## config.mk

```make
export PLATFORM = sky130hd
export DESIGN_NAME = ssi_encoder_to_servo_width_unit
export DESIGN_NICKNAME = d
export VERILOG_FILES = /design/src/hdl/sew_pkg.sv /design/src/hdl/sew_ctrl.sv /design/src/hdl/sew_datapath.sv /design/src/hdl/ssi_encoder_to_servo_width_unit.sv
export SDC_FILE = /design/constraint.sdc
export NUM_CORES = 1
export LEC_CHECK = 0
export ABC_AREA = 0
export BUFFER_PORTS_ARGS = -buffer_cell sky130_fd_sc_hd__buf_2
export CAP_MARGIN = 5
export CELL_PAD_IN_SITES_DETAIL_PLACEMENT = 0
export CELL_PAD_IN_SITES_GLOBAL_PLACEMENT = 1
export CORE_MARGIN = 2
export CORE_UTILIZATION = 52
export CTS_CLUSTER_DIAMETER = 30
export DETAILED_ROUTE_END_ITERATION = 8
export GPL_ROUTABILITY_DRIVEN = 0
export PLACE_DENSITY = 0.91
export SLEW_MARGIN = 20
export SYNTH_ARGS = -nofsm -noshare
export SYNTH_HDL_FRONTEND = slang
export SYNTH_HIERARCHICAL = 1
export SYNTH_SLANG_ARGS = --single-unit
```

## constraint.sdc

```tcl
create_clock -name i_clk -period 10.25 [get_ports i_clk]
set_clock_uncertainty 0.1 [all_clocks]
set_input_delay 0.5125 -clock i_clk [delete_from_list [all_inputs] [get_ports i_clk]]
set_output_delay 0.5125 -clock i_clk [all_outputs]
set_load 0.05 [all_outputs]
```

## src/hdl/sew_pkg.sv

```systemverilog
package sew_pkg;

    // Default frame shape of the encoder reader.
    localparam int unsigned RAW_BITS_DEF        = 12;
    localparam int unsigned FRAME_TICKS_DEF     = 40;
    localparam int unsigned LAST_CLOCK_TICK_DEF = 37;

    // Fixed widths of the frame counters and the payload.
    localparam int unsigned PHASE_W = 6;
    localparam int unsigned COUNT_W = 5;
    localparam int unsigned WIDTH_W = 16;
    localparam int unsigned ANGLE_W = 9;
    localparam int unsigned SPAN_W  = WIDTH_W + 1;
    localparam int unsigned NUM_W   = 27;
    localparam int unsigned QNUM_W  = 25;

    // First tick on which a falling serial clock edge samples data.
    localparam int unsigned FIRST_SAMPLE_TICK = 3;
    // Bit count saturates here.
    localparam int unsigned COUNT_MAX = 31;

    // Degrees in a full and a half turn.
    localparam int unsigned DEG_FULL = 360;
    localparam int unsigned DEG_HALF = 180;

    // Division of the width numerator by 360: multiply by a reciprocal, shift,
    // then one correction step. Numerators at or above SAT_NUM saturate.
    localparam int unsigned RECIP_MUL   = 186413;
    localparam int unsigned RECIP_SHIFT = 26;
    localparam int unsigned RECIP_PROD_W = QNUM_W + 18;
    localparam logic signed [NUM_W-1:0] SAT_NUM = 27'sd23592960;

    // Configuration register indexes and reset values.
    localparam logic [1:0] CFG_CENTER = 2'd0;
    localparam logic [1:0] CFG_LEFT   = 2'd1;
    localparam logic [1:0] CFG_RIGHT  = 2'd2;
    localparam logic [WIDTH_W-1:0] CENTER_RST = 16'd28000;
    localparam logic [WIDTH_W-1:0] LEFT_RST   = 16'd10000;
    localparam logic [WIDTH_W-1:0] RIGHT_RST  = 16'd46000;

    // Commands from the controller to the datapath.
    typedef struct packed {
        logic take;    // accept one tick and advance the frame state
        logic angle;   // convert the raw word to degrees
        logic num;     // form the width numerator
        logic recip;   // reciprocal multiply of the numerator
        logic load;    // finish the width and load the output register
    } t_cmd;

    // Status from the datapath to the controller.
    typedef struct packed {
        logic frame_end;  // the tick now offered ends the frame
        logic out_free;   // the output register can take a new result
    } t_stat;

endpackage

```

## src/hdl/sew_ctrl.sv

```systemverilog
module sew_ctrl (
    input  logic          i_clk,
    input  logic          i_rst_n,
    input  logic          i_valid,
    input  sew_pkg::t_stat i_stat,
    output sew_pkg::t_cmd  o_cmd,
    output logic          o_stall
);

    localparam logic [2:0] ST_IDLE  = 3'd0;
    localparam logic [2:0] ST_ANGLE = 3'd1;
    localparam logic [2:0] ST_NUM   = 3'd2;
    localparam logic [2:0] ST_RECIP = 3'd3;
    localparam logic [2:0] ST_FIX   = 3'd4;

    logic [2:0] r_state;
    logic [2:0] n_state;

    // Sequencer: ordinary ticks go straight to the output load, frame-end
    // ticks run through the three arithmetic steps first.
    always_comb begin
        n_state = r_state;
        o_cmd   = '0;
        case (r_state)
            ST_IDLE: begin
                if (i_valid) begin
                    o_cmd.take = 1'b1;
                    n_state    = i_stat.frame_end ? ST_ANGLE : ST_FIX;
                end
            end
            ST_ANGLE: begin
                o_cmd.angle = 1'b1;
                n_state     = ST_NUM;
            end
            ST_NUM: begin
                o_cmd.num = 1'b1;
                n_state   = ST_RECIP;
            end
            ST_RECIP: begin
                o_cmd.recip = 1'b1;
                n_state     = ST_FIX;
            end
            ST_FIX: begin
                if (i_stat.out_free) begin
                    o_cmd.load = 1'b1;
                    n_state    = ST_IDLE;
                end
            end
            default: begin
                n_state = ST_IDLE;
            end
        endcase
    end

    always_ff @(posedge i_clk) begin
        if (!i_rst_n) begin
            r_state <= ST_IDLE;
        end else begin
            r_state <= n_state;
        end
    end

    // Input is taken only while the sequencer waits for a tick.
    assign o_stall = (r_state != ST_IDLE);

endmodule

```

## src/hdl/sew_datapath.sv

```systemverilog
module sew_datapath #(
    parameter int unsigned RAW_BITS        = sew_pkg::RAW_BITS_DEF,
    parameter int unsigned FRAME_TICKS     = sew_pkg::FRAME_TICKS_DEF,
    parameter int unsigned LAST_CLOCK_TICK = sew_pkg::LAST_CLOCK_TICK_DEF
) (
    input  logic                 i_clk,
    input  logic                 i_rst_n,
    input  sew_pkg::t_cmd         i_cmd,
    output sew_pkg::t_stat        o_stat,
    input  logic                 i_data_in,
    input  logic                 i_cfg_wr_en,
    input  logic [1:0]           i_cfg_index,
    input  logic [15:0]          i_cfg_data,
    input  logic                 i_stall,
    output logic                 o_valid,
    output logic                 o_select_out,
    output logic                 o_clock_out,
    output logic                 o_angle_valid,
    output logic signed [8:0]    o_angle_deg,
    output logic [15:0]          o_servo_width,
    output logic                 o_parity_bit
);

    localparam int unsigned PW = sew_pkg::PHASE_W;
    localparam int unsigned CW = sew_pkg::COUNT_W;
    localparam int unsigned AP_W = RAW_BITS + sew_pkg::ANGLE_W;
    localparam int unsigned RS = sew_pkg::RECIP_SHIFT;

    // Configuration registers.
    logic [15:0] r_center;
    logic [15:0] r_left;
    logic [15:0] r_right;

    // Frame state.
    logic [PW-1:0]       r_phase;
    logic                r_clk;
    logic [CW-1:0]       r_count;
    logic [RAW_BITS-1:0] r_raw;

    // Captured tick.
    logic                r_end;
    logic                r_par;
    logic                r_sel;
    logic [RAW_BITS-1:0] r_raw_end;

    // Arithmetic stages.
    logic signed [8:0]                 r_angle;
    logic signed [sew_pkg::NUM_W-1:0]  r_num;
    logic [15:0]                       r_q0;
    logic                              r_zero;
    logic                              r_sat;

    // Output register.
    logic              r_out_valid;
    logic              r_o_sel;
    logic              r_o_clk;
    logic              r_o_av;
    logic signed [8:0] r_o_angle;
    logic [15:0]       r_o_width;
    logic              r_o_par;

    // Next frame state for the offered tick.
    logic [PW-1:0]       ph_next;
    logic                toggle;
    logic                fall;
    logic                frame_end;
    logic                sel_next;
    logic [PW-1:0]       n_phase;
    logic                n_clk;
    logic [CW-1:0]       n_count;
    logic [RAW_BITS-1:0] n_raw;

    always_comb begin
        ph_next   = r_phase + PW'(1);
        toggle    = (ph_next > PW'(1)) && (ph_next <= PW'(LAST_CLOCK_TICK));
        fall      = toggle && r_clk && (ph_next >= PW'(sew_pkg::FIRST_SAMPLE_TICK));
        frame_end = (ph_next == PW'(LAST_CLOCK_TICK + 1));
        sel_next  = !((ph_next >= PW'(1)) && (ph_next <= PW'(LAST_CLOCK_TICK)));
        n_phase   = (ph_next >= PW'(FRAME_TICKS)) ? '0 : ph_next;
        n_clk     = toggle ? ~r_clk : r_clk;
        n_count   = r_count;
        n_raw     = r_raw;
        if (fall) begin
            if (r_count < CW'(RAW_BITS)) begin
                n_raw = {r_raw[RAW_BITS-2:0], i_data_in};
            end
            if (r_count < CW'(sew_pkg::COUNT_MAX)) begin
                n_count = r_count + CW'(1);
            end
        end
        if (frame_end) begin
            n_count = '0;
            n_raw   = '0;
        end
    end

    // Raw word to degrees: floor(raw * 360 / 2^RAW_BITS), upper half wraps
    // to negative angles.
    logic [AP_W-1:0] ang_prod;
    logic [8:0]      ang_u;
    logic signed [8:0] n_angle;

    always_comb begin
        ang_prod = AP_W'(r_raw_end) * AP_W'(sew_pkg::DEG_FULL);
        ang_u    = ang_prod[AP_W-1:RAW_BITS];
        n_angle  = (ang_u > 9'(sew_pkg::DEG_HALF)) ? signed'(ang_u - 9'(sew_pkg::DEG_FULL))
                                                   : signed'(ang_u);
    end

    // Width numerator: center * 360 - angle * (right - left).
    logic signed [sew_pkg::SPAN_W-1:0] span;
    logic [24:0]                       c360;
    logic signed [25:0]                as_prod;
    logic signed [sew_pkg::NUM_W-1:0]  n_num;

    always_comb begin
        span    = $signed({1'b0, r_right}) - $signed({1'b0, r_left});
        c360    = 25'(r_center) * 25'(sew_pkg::DEG_FULL);
        as_prod = r_angle * span;
        n_num   = $signed({2'b00, c360}) - $signed({as_prod[25], as_prod});
    end

    // Reciprocal multiply gives the quotient or one less.
    logic [sew_pkg::RECIP_PROD_W-1:0] rp;

    assign rp = sew_pkg::RECIP_PROD_W'(r_num[sew_pkg::QNUM_W-1:0])
              * sew_pkg::RECIP_PROD_W'(sew_pkg::RECIP_MUL);

    // Correction step and saturation.
    logic [sew_pkg::QNUM_W-1:0] q0_x;
    logic [sew_pkg::QNUM_W-1:0] rem;
    logic [15:0]                q_fix;
    logic [15:0]                width_res;

    always_comb begin
        q0_x  = sew_pkg::QNUM_W'(r_q0) * sew_pkg::QNUM_W'(sew_pkg::DEG_FULL);
        rem   = r_num[sew_pkg::QNUM_W-1:0] - q0_x;
        q_fix = (rem >= sew_pkg::QNUM_W'(sew_pkg::DEG_FULL)) ? r_q0 + 16'd1 : r_q0;
        if (r_zero) begin
            width_res = '0;
        end else if (r_sat) begin
            width_res = '1;
        end else begin
            width_res = q_fix;
        end
    end

    // Configuration writes; unknown indexes are ignored.
    always_ff @(posedge i_clk) begin
        if (!i_rst_n) begin
            r_center <= sew_pkg::CENTER_RST;
            r_left   <= sew_pkg::LEFT_RST;
            r_right  <= sew_pkg::RIGHT_RST;
        end else if (i_cfg_wr_en) begin
            case (i_cfg_index)
                sew_pkg::CFG_CENTER: r_center <= i_cfg_data;
                sew_pkg::CFG_LEFT:   r_left   <= i_cfg_data;
                sew_pkg::CFG_RIGHT:  r_right  <= i_cfg_data;
                default: begin
                end
            endcase
        end
    end

    // Frame state advances once per accepted tick.
    always_ff @(posedge i_clk) begin
        if (!i_rst_n) begin
            r_phase <= '0;
            r_clk   <= 1'b1;
            r_count <= '0;
            r_raw   <= '0;
        end else if (i_cmd.take) begin
            r_phase <= n_phase;
            r_clk   <= n_clk;
            r_count <= n_count;
            r_raw   <= n_raw;
        end
    end

    // Tick capture and arithmetic stages.
    always_ff @(posedge i_clk) begin
        if (i_cmd.take) begin
            r_end     <= frame_end;
            r_par     <= i_data_in;
            r_sel     <= sel_next;
            r_raw_end <= r_raw;
        end
        if (i_cmd.angle) begin
            r_angle <= n_angle;
        end
        if (i_cmd.num) begin
            r_num <= n_num;
        end
        if (i_cmd.recip) begin
            r_q0   <= rp[RS+15:RS];
            r_zero <= r_num[sew_pkg::NUM_W-1] || (r_num == '0);
            r_sat  <= (r_num >= sew_pkg::SAT_NUM);
        end
    end

    // Output register: holds one result until its transfer.
    always_ff @(posedge i_clk) begin
        if (!i_rst_n) begin
            r_out_valid <= 1'b0;
        end else if (i_cmd.load) begin
            r_out_valid <= 1'b1;
        end else if (!i_stall) begin
            r_out_valid <= 1'b0;
        end
    end

    always_ff @(posedge i_clk) begin
        if (i_cmd.load) begin
            r_o_sel   <= r_sel;
            r_o_clk   <= r_clk;
            r_o_av    <= r_end;
            r_o_angle <= r_end ? r_angle : '0;
            r_o_width <= r_end ? width_res : '0;
            r_o_par   <= r_end & r_par;
        end
    end

    assign o_stat.frame_end = frame_end;
    assign o_stat.out_free  = !r_out_valid || !i_stall;

    assign o_valid       = r_out_valid;
    assign o_select_out  = r_o_sel;
    assign o_clock_out   = r_o_clk;
    assign o_angle_valid = r_o_av;
    assign o_angle_deg   = r_o_angle;
    assign o_servo_width = r_o_width;
    assign o_parity_bit  = r_o_par;

endmodule

```

## src/hdl/ssi_encoder_to_servo_width_unit.sv

```systemverilog
// SSI encoder reader with servo width output; one result per accepted tick.
// Ordinary ticks go from the tick capture to the output load; the frame-end
// tick first runs the sequencer's angle, numerator and divide steps.
// No new tick is taken until its result is loaded; the load waits on i_stall.
// Reset (i_rst_n low, synchronous) restores the configuration defaults, clears
// the frame position and the output valid flag, and leaves the serial clock high.
module ssi_encoder_to_servo_width_unit #(
    parameter int unsigned RAW_BITS        = sew_pkg::RAW_BITS_DEF,
    parameter int unsigned FRAME_TICKS     = sew_pkg::FRAME_TICKS_DEF,
    parameter int unsigned LAST_CLOCK_TICK = sew_pkg::LAST_CLOCK_TICK_DEF
) (
    input  logic              i_clk,
    input  logic              i_rst_n,
    input  logic              i_valid,
    output logic              o_stall,
    input  logic              i_data_in,
    input  logic              i_cfg_wr_en,
    input  logic [1:0]        i_cfg_index,
    input  logic [15:0]       i_cfg_data,
    output logic              o_valid,
    input  logic              i_stall,
    output logic              o_select_out,
    output logic              o_clock_out,
    output logic              o_angle_valid,
    output logic signed [8:0] o_angle_deg,
    output logic [15:0]       o_servo_width,
    output logic              o_parity_bit
);

    sew_pkg::t_cmd  cmd;
    sew_pkg::t_stat stat;

    // Sequencer.
    sew_ctrl u_ctrl (
        .i_clk   (i_clk),
        .i_rst_n (i_rst_n),
        .i_valid (i_valid),
        .i_stat  (stat),
        .o_cmd   (cmd),
        .o_stall (o_stall)
    );

    // Frame state, arithmetic and output register.
    sew_datapath #(
        .RAW_BITS        (RAW_BITS),
        .FRAME_TICKS     (FRAME_TICKS),
        .LAST_CLOCK_TICK (LAST_CLOCK_TICK)
    ) u_dp (
        .i_clk         (i_clk),
        .i_rst_n       (i_rst_n),
        .i_cmd         (cmd),
        .o_stat        (stat),
        .i_data_in     (i_data_in),
        .i_cfg_wr_en   (i_cfg_wr_en),
        .i_cfg_index   (i_cfg_index),
        .i_cfg_data    (i_cfg_data),
        .i_stall       (i_stall),
        .o_valid       (o_valid),
        .o_select_out  (o_select_out),
        .o_clock_out   (o_clock_out),
        .o_angle_valid (o_angle_valid),
        .o_angle_deg   (o_angle_deg),
        .o_servo_width (o_servo_width),
        .o_parity_bit  (o_parity_bit)
    );

endmodule

```

# Word-level counts from Yosys, hierarchy flattened
# Index checks and enable logic that the tools add are counted.
# word_totals
inputBits	24
out_inout_bits	31
mem_count	0
word_cells	106
latch_bits	0
romBits	0
reg_bits	174
ram_bits	0
# op_classes
n_mul	5
mux	23
div	0
eq_ne	10
shift	0
n_addsub	7
magnitude_cmp	10
n_bitwise	3
reduce_logical	24
# op_table
operator	count
16-bit by 6-bit multiplier with 22-bit output, second input constant	2
25-bit by 18-bit multiplier with 42-bit output, second input constant	1
12-bit 2-to-1 mux	3
16-bit 2-to-1 mux	2
27-bit by 26-bit greater-or-equal comparator with 1-bit output, second input constant	1
27-bit logical NOT	1
26-bit by 26-bit subtractor with 27-bit output	1
9-bit by 17-bit multiplier with 26-bit output	1
25-bit by 9-bit greater-or-equal comparator with 1-bit output, second input constant	1
25-bit subtractor	1
12-bit by 6-bit multiplier with 18-bit output, second input constant	1
16-bit by 16-bit subtractor with 17-bit output	1
16-bit by 1-bit adder with 16-bit output, second input constant	1
5-bit 2-to-1 mux	3
3-bit one-hot mux with 5 select lines	1
2-bit AND reduction	5
9-bit by 8-bit greater-than comparator with 1-bit output, second input constant	1
1-bit 2-to-1 mux	9
3-bit 2-to-1 mux	3
9-bit 2-to-1 mux	1
9-bit subtractor, second input constant	1
6-bit by 1-bit adder with 6-bit output, second input constant	1
3-bit by 2-bit == test with 1-bit output, second input constant	2
6-bit == test, second input constant	1
other kinds (26)	37

# Depth between registers and ports, before layout
# logic_depth
ltp_word	7
depth_mapped	35
depth_no_buf	35

# Hierarchy
# Netlist, hierarchy kept.
# by_module_without_submodules
mod	area_per_inst_um2	n_inst	seq_area_each_um2	cells_per_inst
sew_datapath	26077.5	1	4404.2	2752
sew_ctrl	196.4	1	60.1	23

# Worst setup path after synthesis
# No wires, ideal clock.
# synth_timing
path_type	register to register
from	register u_dp.r_left[1]
to	register u_dp/r_num[25] (netlist bit) (data pin)
stages_incl_launch_ff	35
arrival_time_ns	7.321
setup_slack_ns	2.571
required_time_ns	9.892
setup_time_ns	0.258
path_buffers	1
period_less_slack_ns	7.679
path_cell_list	dfxtp_1 > inv_1 > ha_1 > nor2b_1 > o21ai_0 > a21boi_0 > o21ai_0 > a21boi_0 > o2111ai_1 > nand3_1 > o2111ai_1 > a41oi_1 > or3_1 > clkbuf_1 > and3_1 > fa_1 > inv_1 > fa_1 > fa_1 > fa_1 > inv_1 > fa_1 > inv_1 > ha_1 > a21o_1 > a21o_1 > a21o_1 > a21o_1 > a21oi_1 > o21ai_0 > o21a_1 > o31a_1 > o21a_1 > nor2_1 > xnor2_1
# synth_via
elab_chain_cells	3
# synth_lines
item	line_no	rtl
start: declaration	sew_datapath.sv:31	logic [15:0] r_left;
start signal: assignment	sew_datapath.sv:152	r_left <= sew_pkg::LEFT_RST;
start signal: assignment	sew_datapath.sv:157	sew_pkg::CFG_LEFT: r_left <= i_cfg_data;
16-bit by 16-bit subtractor with 17-bit output	sew_datapath.sv:117	span = $signed({1'b0, r_right}) - $signed({1'b0, r_left});
9-bit by 17-bit multiplier with 26-bit output	sew_datapath.sv:119	as_prod = r_angle * span;
26-bit by 26-bit subtractor with 27-bit output	sew_datapath.sv:120	n_num = $signed({2'b00, c360}) - $signed({as_prod[25], as_prod});
named net u_dp.n_num (one bit)	sew_datapath.sv:114	logic signed [sew_pkg::NUM_W-1:0] n_num;
end signal: assignment	sew_datapath.sv:192	r_num <= n_num;
end: declaration	sew_datapath.sv:48	logic signed [sew_pkg::NUM_W-1:0] r_num;
# The timed path passes the listed nets, and every way through them passes these cells.
# A chain may end at the register's enable or synchronous reset.

# Worst setup path after layout
# Same ends and word-level chain as after synthesis.

==> flow_metrics.env <==
export IMPL_outcome="complete, no violations"
export IMPL_final_nets=3572
export IMPL_initial_antenna_violation_count=0
export IMPL_totalNegativeSetupSlack_ns=0
export IMPL_post_cts_repair_setup_buffers=0
export IMPL_die_area_um2=52300
export IMPL_dp_cells=3456
export IMPL_synthTopCellsByArea="fa_1 28%, ha_1 18%, edfxtp_1 11%"
export IMPL_die_w_um=229
export IMPL_num_antenna_cells=0
export IMPL_hold_slack_ns=0.171
export IMPL_cts_htree_levels=4
export IMPL_grt_max_degree=75
export IMPL_final_critical_path_setup_slack_ns=1.54
export IMPL_grt_overflow_total=0
export IMPL_period_share_pct=85.0
export IMPL_setup_viol=0
export IMPL_preCtsSetupSlack_ns=1.68
export IMPL_timing_critical_path_from_type="flip-flop"
export IMPL_finalHoldViolations=0
export IMPL_power_density_nw_per_um2=267
export IMPL_floorplan_initialDensity_pct=52.5
export IMPL_setup_crit_path_kind="flip-flop to flip-flop"
export IMPL_stdcell_count=3488
export IMPL_wl_per_cell_um=16.8
export IMPL_path_clk_slew_ns=0.07
export IMPL_power_static_leakage_uw=0.0134
export IMPL_hold_path_class="input pin to flip-flop"
export IMPL_clkLatencyLatePin_ns=0.47
export IMPL_cts_hold_repair_buffers=0
export IMPL_max_stage_delay_ns=0.94
export IMPL_detailedPlacementHpwl_mm=48.3
export IMPL_grt_first_pass_wirelength_mm=99.8
export IMPL_tritoncts="done"
export IMPL_ioPinCount=55
export IMPL_synth_ff_latch_count=174
export IMPL_final_antenna_net_count=0
export IMPL_postRouteWirelength_mm=58.5
export IMPL_layout_filler_cells=4402
export IMPL_post_cts_resize_count=0
export IMPL_max_freq_mhz=115
export IMPL_postSynthCellCount=2775
export IMPL_finalMaxSlewViolations=0
export IMPL_synth_edff_count=98
export IMPL_clockRootBuffer="clkbuf_16"
export IMPL_netlist_top_cell_by_area="fa_1"
export IMPL_grtUsageTotal_pct=23.5
export IMPL_drtPass1Iterations=5
export IMPL_synth_area_um2=26300
export IMPL_async_reset_ff_share_pct=0
export IMPL_fp_dieH_um=229
export IMPL_power_total_uw=7440
export IMPL_tightestPinTransition_ns=1.20
export IMPL_critical_path_slowest_cell="a211oi_1"
export IMPL_critPathArrivalTime_ns=8.82
export IMPL_rsz_0062_raised_after_global_routing="no"
export IMPL_slew_limit_headroom_pct=19.2
export IMPL_timing_critical_path_fanout_max=9
export IMPL_portBuffers=54
export IMPL_area_delta_synth_final_pct=6.10
export IMPL_synth_cell_types=81
export IMPL_vdd_ir_drop_max_v=0.000459
export IMPL_cts_made_buffers=17
export IMPL_route_detailed_vias_per_inst=5.39
export IMPL_timing_max_cap_violations=0
export IMPL_worst_ep_required_time_ns=10.36
export IMPL_syn_nets=3544
export IMPL_synth_warnings=6
export IMPL_seq_area_frac_synth_pct=17.0
export IMPL_syn_avg_cell_area_um2=9.47
export IMPL_drive_above_1_share_pct=4.23
export IMPL_critical_path_endpoint_type="flip-flop"
export IMPL_crit_top_cell="fa_1"
export IMPL_dominant_register_cell_in_the_synthesized_netlist="edfxtp_1"
export IMPL_grt_pass1_vias=20300
export IMPL_rows=82
export IMPL_detail_route_drc_violations=0
export IMPL_max_clock_path_buffers=2
export IMPL_area_of_the_core_um2=50100
export IMPL_layout_min_cycle_time_ns=8.71
export IMPL_route_vias_total=18800
export IMPL_initialDrtViolationCount=961
export IMPL_synth_top_area_share_pct=27.6
export IMPL_cts_sinks=174
[cells by family after synthesis]
kind of cell / after synthesis / share of synthesized area, %
xor gates and xnor gates: 130 / 4.33
adders and majority gates: 745 / 45.8
muxes: 10 / 0.386
and+or+nand+nor: 652 / 12.5
AOI/OAI and AO/OA: 402 / 10.4
buffers and inverters: 662 / 9.56
DFF: 174 / 17.0
[synthesized netlist by cell type (40+ instances only)]
| cell type | count |
|---|---|
| inv_1 | 608 |
| ha_1 | 383 |
| fa_1 | 362 |
| nand2_1 | 220 |
| a21oi_1 | 104 |
| edfxtp_1 | 98 |
| nor2_1 | 89 |
| and2_1 | 84 |
| xnor2_1 | 82 |
| dfxtp_1 | 76 |
| nand3_1 | 59 |
| o21ai_0 | 58 |
| nor2b_1 | 55 |
| a21boi_0 | 49 |
| xor2_1 | 48 |
| clkbuf_1 | 42 |
| a21o_1 | 40 |
[cells in the final DEF, fill, tap and decap left out, drive strengths merged, types with 20 or more instances in the layout]
cell    instances
a211oi         20
a21boi         51
a21o           40
a21oi         106
and2           84
buf            63
dfxtp          76
edfxtp         98
fa            362
ha            383
inv           615
nand2         220
nand2b         28
nand3          59
nor2           89
nor2b          56
nor3           31
o21a           22
o21ai          62
xnor2          82
xor2           48
[through the flow]
stage | area [µm²] | utilization, %
floorplan | 26300 | -
global placement | 27200 | 54.4
detailed placement | 27200 | 54.4
CTS | 27900 | 55.7
global route | 27900 | 55.7
finish | 27900 | 55.7
[registers in the layout, summed over array words and instances, names as in the netlist, 3 cells and up]
signal,count
u_ctrl/r_state,3
u_dp/o_angle_deg,9
u_dp/o_servo_width,16
u_dp/r_angle,9
u_dp/r_center,16
u_dp/r_count,5
u_dp/r_left,16
u_dp/r_num,27
u_dp/r_phase,6
u_dp/r_q0,16
u_dp/r_raw,12
u_dp/r_raw_end,12
u_dp/r_right,16
[path summary, 6_finish.rpt]
path / startpoint / endpoint / slack (ns) / cells past startpoint
max: u_dp/r_left[1] / u_dp/r_num[25] / 1.54 / 33
min: i_data_in / u_dp/r_par / 0.17 / 1
max reg2reg: u_dp/r_left[1] / u_dp/r_num[25] / 1.54 / 33
min reg2reg: u_dp/r_sel / u_dp/o_select_out / 0.34 / 0
[final cells by class]
type | count | area (µm²) | area share [%]
multi-input combinational | 1939 | 19300 | 69.3
clock inverter | 14 | 193 | 0.691
sequential | 174 | 4460 | 16.0
tap | 672 | 841 | 3.02
timing repair buffer | 63 | 338 | 1.21
clock buffer | 18 | 429 | 1.54
inverter | 608 | 2280 | 8.19
[per-layer routing]
metal | routed length, µm | track usage [%] | up-vias
li1 | - | - | 9019
met1 | 25300 | 29.6 | 9281
met2 | 28900 | 41.3 | 388
met3 | 2570 | 3.62 | 100
met4 | 1680 | 7.79 | 0
met5 | 0 | 0 | -
[critical path: cells and delay by family (launching register included)]
| kind | cells | cell delay [ns] |
|---|---|---|
| compound gates | 16 | 3.83 |
| xor+xnor | 1 | 0.07 |
| fa+ha+maj | 7 | 3.01 |
| buf+inv | 4 | 0.25 |
| flops | 1 | 0.38 |
| simple gates | 5 | 0.77 |
[report_power, final]
part / leakage, µW / switching, µW / internal (µW) / total (µW)
registers: 0.00153 / 11.1 / 1070 / 1080
logic: 0.0116 / 3170 / 2490 / 5660
clock network: 0.000303 / 327 / 374 / 701
total: 0.0134 / 3510 / 3930 / 7440
(Power assumes the default switching activity.)
